$ cat src/sv/rgbhsv_pkg.sv
// rgbhsv_pkg: word types, widths and codes for the rgb to hsv converter
// no dependencies; imported by rgb_to_hsv_converter_unit
package rgbhsv_pkg;

  // channel width of one color component
  localparam int CHAN_BITS = 8;
  // hue and saturation width
  localparam int FRAC_BITS = 16;
  // quotient bits per division, one more than the fraction for the saturate case
  localparam int QUO_BITS  = FRAC_BITS + 1;
  // hue divisor 6*delta and its remainder
  localparam int HDIV_BITS = CHAN_BITS + 3;
  localparam int HREM_BITS = HDIV_BITS + 1;
  // saturation remainder, below twice the largest channel
  localparam int SREM_BITS = CHAN_BITS + 1;

  typedef logic [CHAN_BITS-1:0] chan_t;

  typedef struct packed {
    chan_t red;
    chan_t green;
    chan_t blue;
  } rgb_word_t;

  typedef struct packed {
    logic [FRAC_BITS-1:0] hue;
    logic [FRAC_BITS-1:0] saturation;
    chan_t                brightness;
  } hsv_word_t;

  // which channel holds the maximum, ties to red then green
  typedef enum logic [1:0] {
    SEL_RED,
    SEL_GREEN,
    SEL_BLUE
  } max_sel_t;

endpackage

$ cat src/sv/rgb_to_hsv_converter_unit.sv
// rgb_to_hsv_converter_unit: pipelined rgb to hsv conversion, one pixel per clock
// depends on rgbhsv_pkg (word types, widths, max channel codes)
//
//   channel   ports                        handshake
//   input     start, busy, in_data         taken when start high and busy low
//   result    out_valid, out_data          shown for one cycle, no back pressure
//
// a pixel enters every cycle; busy is always low since nothing downstream stalls
// stages: input register, max select, hue numerator, then
// 17 restoring division steps (one quotient bit each, hue and saturation side by
// side), then the output register; the division chain sets the depth
// rst_n clears the valid bits along the pipe, payload registers are not reset
module rgb_to_hsv_converter_unit
  import rgbhsv_pkg::*;
(
  input  logic      clk,
  input  logic      rst_n,
  input  logic      start,
  output logic      busy,
  input  rgb_word_t in_data,
  output logic      out_valid,
  output hsv_word_t out_data
);

  // input register
  logic      in_vld_r;
  rgb_word_t in_word_r;

  always_ff @(posedge clk) begin
    if (!rst_n) begin
      in_vld_r <= 1'b0;
    end else begin
      in_vld_r <= start & ~busy;
    end
    in_word_r <= in_data;
  end

  assign busy = 1'b0;

  // max select, min and delta
  logic     sel_vld_r;
  max_sel_t sel_r, sel_nxt;
  chan_t    vmax_r, vmax_nxt;
  chan_t    dlt_r, dlt_nxt;
  chan_t    sel_red_r, sel_grn_r, sel_blu_r;

  always_comb begin
    chan_t vmin;
    if (in_word_r.red >= in_word_r.green && in_word_r.red >= in_word_r.blue) begin
      sel_nxt  = SEL_RED;
      vmax_nxt = in_word_r.red;
    end else if (in_word_r.green >= in_word_r.blue) begin
      sel_nxt  = SEL_GREEN;
      vmax_nxt = in_word_r.green;
    end else begin
      sel_nxt  = SEL_BLUE;
      vmax_nxt = in_word_r.blue;
    end
    if (in_word_r.red <= in_word_r.green && in_word_r.red <= in_word_r.blue) begin
      vmin = in_word_r.red;
    end else if (in_word_r.green <= in_word_r.blue) begin
      vmin = in_word_r.green;
    end else begin
      vmin = in_word_r.blue;
    end
    dlt_nxt = vmax_nxt - vmin;
  end

  always_ff @(posedge clk) begin
    if (!rst_n) begin
      sel_vld_r <= 1'b0;
    end else begin
      sel_vld_r <= in_vld_r;
    end
    sel_r     <= sel_nxt;
    vmax_r    <= vmax_nxt;
    dlt_r     <= dlt_nxt;
    sel_red_r <= in_word_r.red;
    sel_grn_r <= in_word_r.green;
    sel_blu_r <= in_word_r.blue;
  end

  // hue numerator and divisor
  logic [HDIV_BITS-1:0] num_nxt, d6_nxt;

  always_comb begin
    logic [HDIV_BITS-1:0] de, re, ge, be;
    de     = HDIV_BITS'(dlt_r);
    re     = HDIV_BITS'(sel_red_r);
    ge     = HDIV_BITS'(sel_grn_r);
    be     = HDIV_BITS'(sel_blu_r);
    d6_nxt = (de << 2) + (de << 1);
    case (sel_r)
      SEL_RED: begin
        if (sel_grn_r >= sel_blu_r) begin
          num_nxt = ge - be;
        end else begin
          num_nxt = d6_nxt - (be - ge);
        end
      end
      SEL_GREEN: num_nxt = (de << 1) + be - re;
      SEL_BLUE:  num_nxt = (de << 2) + re - ge;
      default:   num_nxt = '0;
    endcase
  end

  // division pipe, index 0 is the entry register, QUO_BITS steps follow
  logic                 dv_vld_r  [0:QUO_BITS];
  logic                 dv_gray_r [0:QUO_BITS];
  chan_t                dv_bri_r  [0:QUO_BITS];
  chan_t                dv_sd_r   [0:QUO_BITS];
  logic [HDIV_BITS-1:0] dv_hd_r   [0:QUO_BITS];
  logic [SREM_BITS-1:0] dv_sr_r   [0:QUO_BITS];
  logic [HREM_BITS-1:0] dv_hr_r   [0:QUO_BITS];
  logic [QUO_BITS-1:0]  dv_sq_r   [0:QUO_BITS];
  logic [QUO_BITS-1:0]  dv_hq_r   [0:QUO_BITS];

  always_ff @(posedge clk) begin
    if (!rst_n) begin
      dv_vld_r[0] <= 1'b0;
    end else begin
      dv_vld_r[0] <= sel_vld_r;
    end
    dv_gray_r[0] <= (dlt_r == '0);
    dv_bri_r[0]  <= vmax_r;
    dv_sd_r[0]   <= vmax_r;
    dv_hd_r[0]   <= d6_nxt;
    dv_sr_r[0]   <= SREM_BITS'(dlt_r);
    dv_hr_r[0]   <= HREM_BITS'(num_nxt);
    dv_sq_r[0]   <= '0;
    dv_hq_r[0]   <= '0;
  end

  for (genvar s = 0; s < QUO_BITS; s++) begin : g_div
    logic [SREM_BITS-1:0] s_try, s_rem_nxt;
    logic [HREM_BITS-1:0] h_try, h_rem_nxt;
    logic                 s_bit, h_bit;

    // one restoring step: shift in a zero (not on the first step), compare, subtract
    always_comb begin
      if (s == 0) begin
        s_try = dv_sr_r[s];
        h_try = dv_hr_r[s];
      end else begin
        s_try = {dv_sr_r[s][SREM_BITS-2:0], 1'b0};
        h_try = {dv_hr_r[s][HREM_BITS-2:0], 1'b0};
      end
      s_bit     = (s_try >= SREM_BITS'(dv_sd_r[s]));
      h_bit     = (h_try >= HREM_BITS'(dv_hd_r[s]));
      s_rem_nxt = s_bit ? s_try - SREM_BITS'(dv_sd_r[s]) : s_try;
      h_rem_nxt = h_bit ? h_try - HREM_BITS'(dv_hd_r[s]) : h_try;
    end

    always_ff @(posedge clk) begin
      if (!rst_n) begin
        dv_vld_r[s+1] <= 1'b0;
      end else begin
        dv_vld_r[s+1] <= dv_vld_r[s];
      end
      dv_gray_r[s+1] <= dv_gray_r[s];
      dv_bri_r[s+1]  <= dv_bri_r[s];
      dv_sd_r[s+1]   <= dv_sd_r[s];
      dv_hd_r[s+1]   <= dv_hd_r[s];
      dv_sr_r[s+1]   <= s_rem_nxt;
      dv_hr_r[s+1]   <= h_rem_nxt;
      dv_sq_r[s+1]   <= {dv_sq_r[s][QUO_BITS-2:0], s_bit};
      dv_hq_r[s+1]   <= {dv_hq_r[s][QUO_BITS-2:0], h_bit};
    end
  end

  // output register: gray forces zero, full saturation clamps
  logic      out_vld_r;
  hsv_word_t out_word_r, out_word_nxt;

  always_comb begin
    out_word_nxt.brightness = dv_bri_r[QUO_BITS];
    if (dv_gray_r[QUO_BITS]) begin
      out_word_nxt.hue        = '0;
      out_word_nxt.saturation = '0;
    end else begin
      out_word_nxt.hue = dv_hq_r[QUO_BITS][FRAC_BITS-1:0];
      if (dv_sq_r[QUO_BITS][FRAC_BITS]) begin
        out_word_nxt.saturation = '1;
      end else begin
        out_word_nxt.saturation = dv_sq_r[QUO_BITS][FRAC_BITS-1:0];
      end
    end
  end

  always_ff @(posedge clk) begin
    if (!rst_n) begin
      out_vld_r <= 1'b0;
    end else begin
      out_vld_r <= dv_vld_r[QUO_BITS];
    end
    out_word_r <= out_word_nxt;
  end

  assign out_valid = out_vld_r;
  assign out_data  = out_word_r;

endmodule
$ cat config.mk
export PLATFORM = sky130hd
export DESIGN_NAME = rgb_to_hsv_converter_unit
export DESIGN_NICKNAME = d
export VERILOG_FILES = /design/src/sv/rgbhsv_pkg.sv /design/src/sv/rgb_to_hsv_converter_unit.sv
export SDC_FILE = /design/constraint.sdc
export NUM_CORES = 2
export LEC_CHECK = 0
export ABC_AREA = 1
export BUFFER_PORTS_ARGS = -buffer_cell sky130_fd_sc_hd__buf_2
export CORE_UTILIZATION = 62
export CTS_CLUSTER_DIAMETER = 30
export DETAILED_ROUTE_END_ITERATION = 8
export PLACE_DENSITY = 0.91
export SLEW_MARGIN = 20
export SYNTH_ARGS = -nofsm -noshare
export SYNTH_HDL_FRONTEND = slang
export SYNTH_SLANG_ARGS = --single-unit
export TNS_END_PERCENT = 1
$ cat constraint.sdc
create_clock -name clk -period 3.6 [get_ports clk]
set_clock_uncertainty 0.2 [all_clocks]
set_input_delay 0.18 -clock clk [delete_from_list [all_inputs] [get_ports clk]]
set_output_delay 0.18 -clock clk [all_outputs]
set_load 0.01 [all_outputs]
==> metrics.md <==
| Metric | Value |
|---|---|
| Library cells used by synthesis | `62` |
| Primary FF master, synth | `sky130_fd_sc_hd__dfxtp_1` |
| Starting DRT DRC Count | `2426` |
| Detailed placement HPWL | `60700 um` |
| Count of nets left with antenna violations after detail routing | `0` |
| Via-to-Cell Ratio | `5.48` |
| Core Box Area | `66300 um2` |
| Total Routed Length | `96700 um` |
| Share of the clock period used by the worst path after layout | `93.3%` |
| Die Y-Extent | `262 um` |
| Register cell area after layout | `21100 um2` |
| Library cell occupying the most area in the post-synthesis netlist | `sky130_fd_sc_hd__dfxtp_1` |
| Number of nets in the layout | `5254` |
| Post-route setup slack | `0.243 ns` |
| Antenna violations before repair | `0` |
| Worst endpoint data arrival time | `3.81 ns` |
| Run status | `complete, no violations` |
| Drt pass-1 iters | `9` |
| Routed via count | `31641` |
| Share of the yosys chip area belonging to registers | `50.4%` |
| Via count of the first global-routing pass | `32821` |
| Total clock buffers created by CTS | `154` |
| Fin. max-slew vios | `0` |
| Startpoint of the worst register-to-register path | `in_word_r[7]` |
| Worst slack, placed | `0.195 ns` |
| Placer's final routability congestion estimate | `0.957` |
| DRC viols | `0` |
| Final setup fails | `0` |
| Fraction of synthesized cell area taken by the top area cell type | `50.4%` |
| Critical path class | `reg2reg` |
| Chip Width | `262 um` |
| Remaining max-slew budget at the tightest pin | `47.7%` |
| Synthesized instance count | `4530` |
| Share of post-route cells with drive strength above 1 | `10.0%` |
| Maximum fanout along the worst path | `9` |
| Die Outline Area | `68700 um2` |
| Hold Crit Depth | `0` |
| Depth of the CTS H-tree | `4` |
| RSZ-0062 raised after global routing | `true` |
| Slew at the pin closest to its max-slew limit | `0.780 ns` |
| Worst skew pair latency | `0.74 ns` |
| #FFs+latches synth | `1055` |
| Number of placement rows | `94` |
| Average wire per standard cell | `16.8 um` |
| Overall track demand over capacity in global routing | `28.4%` |
| TritonCTS clock tree | `done` |
| Overflow after GRT | `0` |
| Critical path startpoint category | `flip-flop` |
| First-pass GRT wire length | `157000 um` |
| Deepest clock path buffer count | `3` |
| Clk Tree Root Cell | `sky130_fd_sc_hd__clkbuf_16` |
| Post-CTS clock slew at the launch and capture registers of the worst setup and hold paths | `0.06 ns` |
| Maximum clock frequency | `298 MHz` |
| Required time worst endpoint | `4.05 ns` |
| Summed instance area of the synthesized netlist | `41900 um2` |
| Synth Net Count | `5004` |
| CP Capture Type | `flip-flop` |
| Area occupied by multi-input gates | `17900 um2` |
| Number of antenna repair diodes | `0` |
| Count of buffers from port buffering | `67` |
| Num Clock Sinks | `1055` |
| Pin count of the biggest net entering global routing | `33` |
| Filler cells | `4011` |
| Number of flops mapped to enable cells by yosys | `0` |
| Leading cell types in the layout, fill and taps excluded | `sky130_fd_sc_hd__dfxtp_1, sky130_fd_sc_hd__nand2_1, sky130_fd_sc_hd__inv_1` |
| Fraction of registers with async set or reset after synthesis | `0%` |
| Most common cell after layout, fill and taps aside | `sky130_fd_sc_hd__dfxtp_1` |
| HP Start | `dv_hq_r[5][1]` |
| Worst hold endpoint | `dv_hq_r[6][2]` |
| Class of the tightest hold or removal check | `reg2reg` |
| Count of warnings emitted by yosys | `0` |
| R2r setup slk | `0.24 ns` |
| Mean post-synth cell area | `9.26 um2` |
| Area added between synthesis and finish | `17.0%` |
| Io pins | `69` |
| Initial standard-cell utilization of the core | `63.2%` |
| RR Endpoint | `dlt_r[6]` |
| Worst Reg2Reg Path Length in Cells | `17` |
| Crit path time final | `3.36 ns` |
| Hold Fails Final Rpt | `0` |
| Synth top area cells | `sky130_fd_sc_hd__dfxtp_1, sky130_fd_sc_hd__ha_1, sky130_fd_sc_hd__nand2_1` |
| Max_cap viols | `0` |
-- metal layers --
layer | global-route usage [%] | share of wire, % | vias to the layer above
met4 | 16.0 | 4.8 | 0
met5 | 0 | 0 | -
li1 | - | - | 15130
met1 | 30.0 | 37 | 14697
met2 | 52.4 | 52 | 1392
met3 | 5.87 | 6.4 | 422
-- worst max-delay path, stage by stage (launching register included) --
cell and delay (ns):
sky130_fd_sc_hd__dfxtp_1 0.34, sky130_fd_sc_hd__inv_1 0.11, sky130_fd_sc_hd__ha_1 0.32, sky130_fd_sc_hd__nand2_1 0.07, sky130_fd_sc_hd__nor2_1 0.16, sky130_fd_sc_hd__nand4_1 0.17
sky130_fd_sc_hd__nand2_1 0.26, sky130_fd_sc_hd__o21ai_0 0.11, sky130_fd_sc_hd__o21ai_1 0.17, sky130_fd_sc_hd__ha_1 0.17, sky130_fd_sc_hd__inv_1 0.06, sky130_fd_sc_hd__fa_1 0.44
sky130_fd_sc_hd__nand2_1 0.10, sky130_fd_sc_hd__nand2_1 0.06, sky130_fd_sc_hd__a21oi_2 0.15, sky130_fd_sc_hd__o21ai_0 0.10, sky130_fd_sc_hd__a21oi_1 0.18, sky130_fd_sc_hd__xnor2_1 0.13
-- Yosys cell counts, types with 2 or more instances --
cell type	count
sky130_fd_sc_hd__nand3_2	9
sky130_fd_sc_hd__nor3_1	38
sky130_fd_sc_hd__xor2_1	139
sky130_fd_sc_hd__o211ai_1	3
sky130_fd_sc_hd__fa_1	52
sky130_fd_sc_hd__buf_4	9
sky130_fd_sc_hd__nor3_2	10
sky130_fd_sc_hd__nand4_1	34
sky130_fd_sc_hd__nand3b_1	11
sky130_fd_sc_hd__a21boi_0	15
sky130_fd_sc_hd__or2_0	7
sky130_fd_sc_hd__ha_1	395
sky130_fd_sc_hd__o21bai_2	4
sky130_fd_sc_hd__clkinv_1	6
sky130_fd_sc_hd__inv_2	16
sky130_fd_sc_hd__a21oi_2	4
sky130_fd_sc_hd__a31oi_2	3
sky130_fd_sc_hd__nand2_4	18
sky130_fd_sc_hd__nand2_2	22
sky130_fd_sc_hd__clkbuf_1	8
sky130_fd_sc_hd__o21ai_2	25
sky130_fd_sc_hd__xnor2_1	78
sky130_fd_sc_hd__o21ai_0	216
sky130_fd_sc_hd__a21oi_1	261
sky130_fd_sc_hd__nor4_1	7
sky130_fd_sc_hd__o21a_1	3
sky130_fd_sc_hd__or2_2	8
sky130_fd_sc_hd__nor2_1	218
sky130_fd_sc_hd__o221ai_1	8
sky130_fd_sc_hd__buf_6	8
sky130_fd_sc_hd__o21bai_1	26
sky130_fd_sc_hd__buf_2	5
sky130_fd_sc_hd__a21o_1	23
sky130_fd_sc_hd__nor2_2	3
sky130_fd_sc_hd__dfxtp_1	1055
sky130_fd_sc_hd__inv_1	701
sky130_fd_sc_hd__a211oi_1	12
sky130_fd_sc_hd__nand3_4	2
sky130_fd_sc_hd__a31oi_1	7
sky130_fd_sc_hd__nand3_1	250
sky130_fd_sc_hd__nand2_1	747
sky130_fd_sc_hd__o21ai_1	44
-- metrics by stage --
stage          cells  util, %  instance area, um2  setup TNS (ns)  hold slack, ns
6_report        5772     73.9               49100               0           0.111
5_1_grt         5772     73.9               49100         -0.0296           0.122
4_1_cts         5772     73.9               49000               0           0.114
3_5_place_dp    5436     65.1               43200               0          0.0836
3_3_place_gp    5436     65.1               43200               0          0.0834
2_1_floorplan   4530        -               41900               0         0.00772
-- cell type report --
type                    count  share of cell area, %
well taps                 864                   2.20
multi-input cells        2719                   36.5
clock buffers             179                   8.42
inverters                 724                   5.55
flip-flops and latches   1055                   43.1
repair buffers            126                   1.85
clock inverters           105                   2.46
-- flip-flops by register name, summed over array words and instances, names as in the netlist, 18 cells and up --
| register | cells |
|---|---|
| dv_hd_r | 170 |
| dv_sq_r | 153 |
| out_data | 40 |
| dv_hr_r | 172 |
| dv_sd_r | 136 |
| dv_sr_r | 135 |
| in_word_r | 24 |
| dv_gray_r | 18 |
| dv_hq_r | 136 |
| dv_vld_r | 18 |
-- cells by family after synthesis --
kind of cell    Yosys count  synth area share, %
simple gates           1388                 14.6
flops                  1055                 50.4
buf+inv                 756                 7.05
compound gates          666                 9.16
fa+ha+maj               447                 14.3
xor+xnor                217                 4.53
other cells               1              0.00894
-- worst max-delay path by stage --
| stage | start | endpoint | slack [ns] | depth (start not counted) |
|---|---|---|---|---|
| after floorplan | in_word_r[7] | dlt_r[6] | 0.51 | 18 |
| after global placement | dlt_r[2] | dv_hr_r[0][10] | 0.28 | 22 |
| after CTS | in_word_r[7] | dlt_r[6] | 0.17 | 17 |
| final | in_word_r[7] | dlt_r[6] | 0.24 | 17 |
| after global routing | in_word_r[7] | dlt_r[6] | -0.03 | 17 |
| after detailed placement | in_word_r[7] | dlt_r[6] | 0.20 | 17 |
-- what timing repair did --
item	CTS	global route
gates resized for setup	0	13
buffers inserted	0	0
hold buffers	52	0
hold endpoints to repair	45	0
endpoints found under the setup margin	0	5
Power is not shown: default switching activity piles up to over one toggle a cycle in this logic, so the estimate is an artifact.
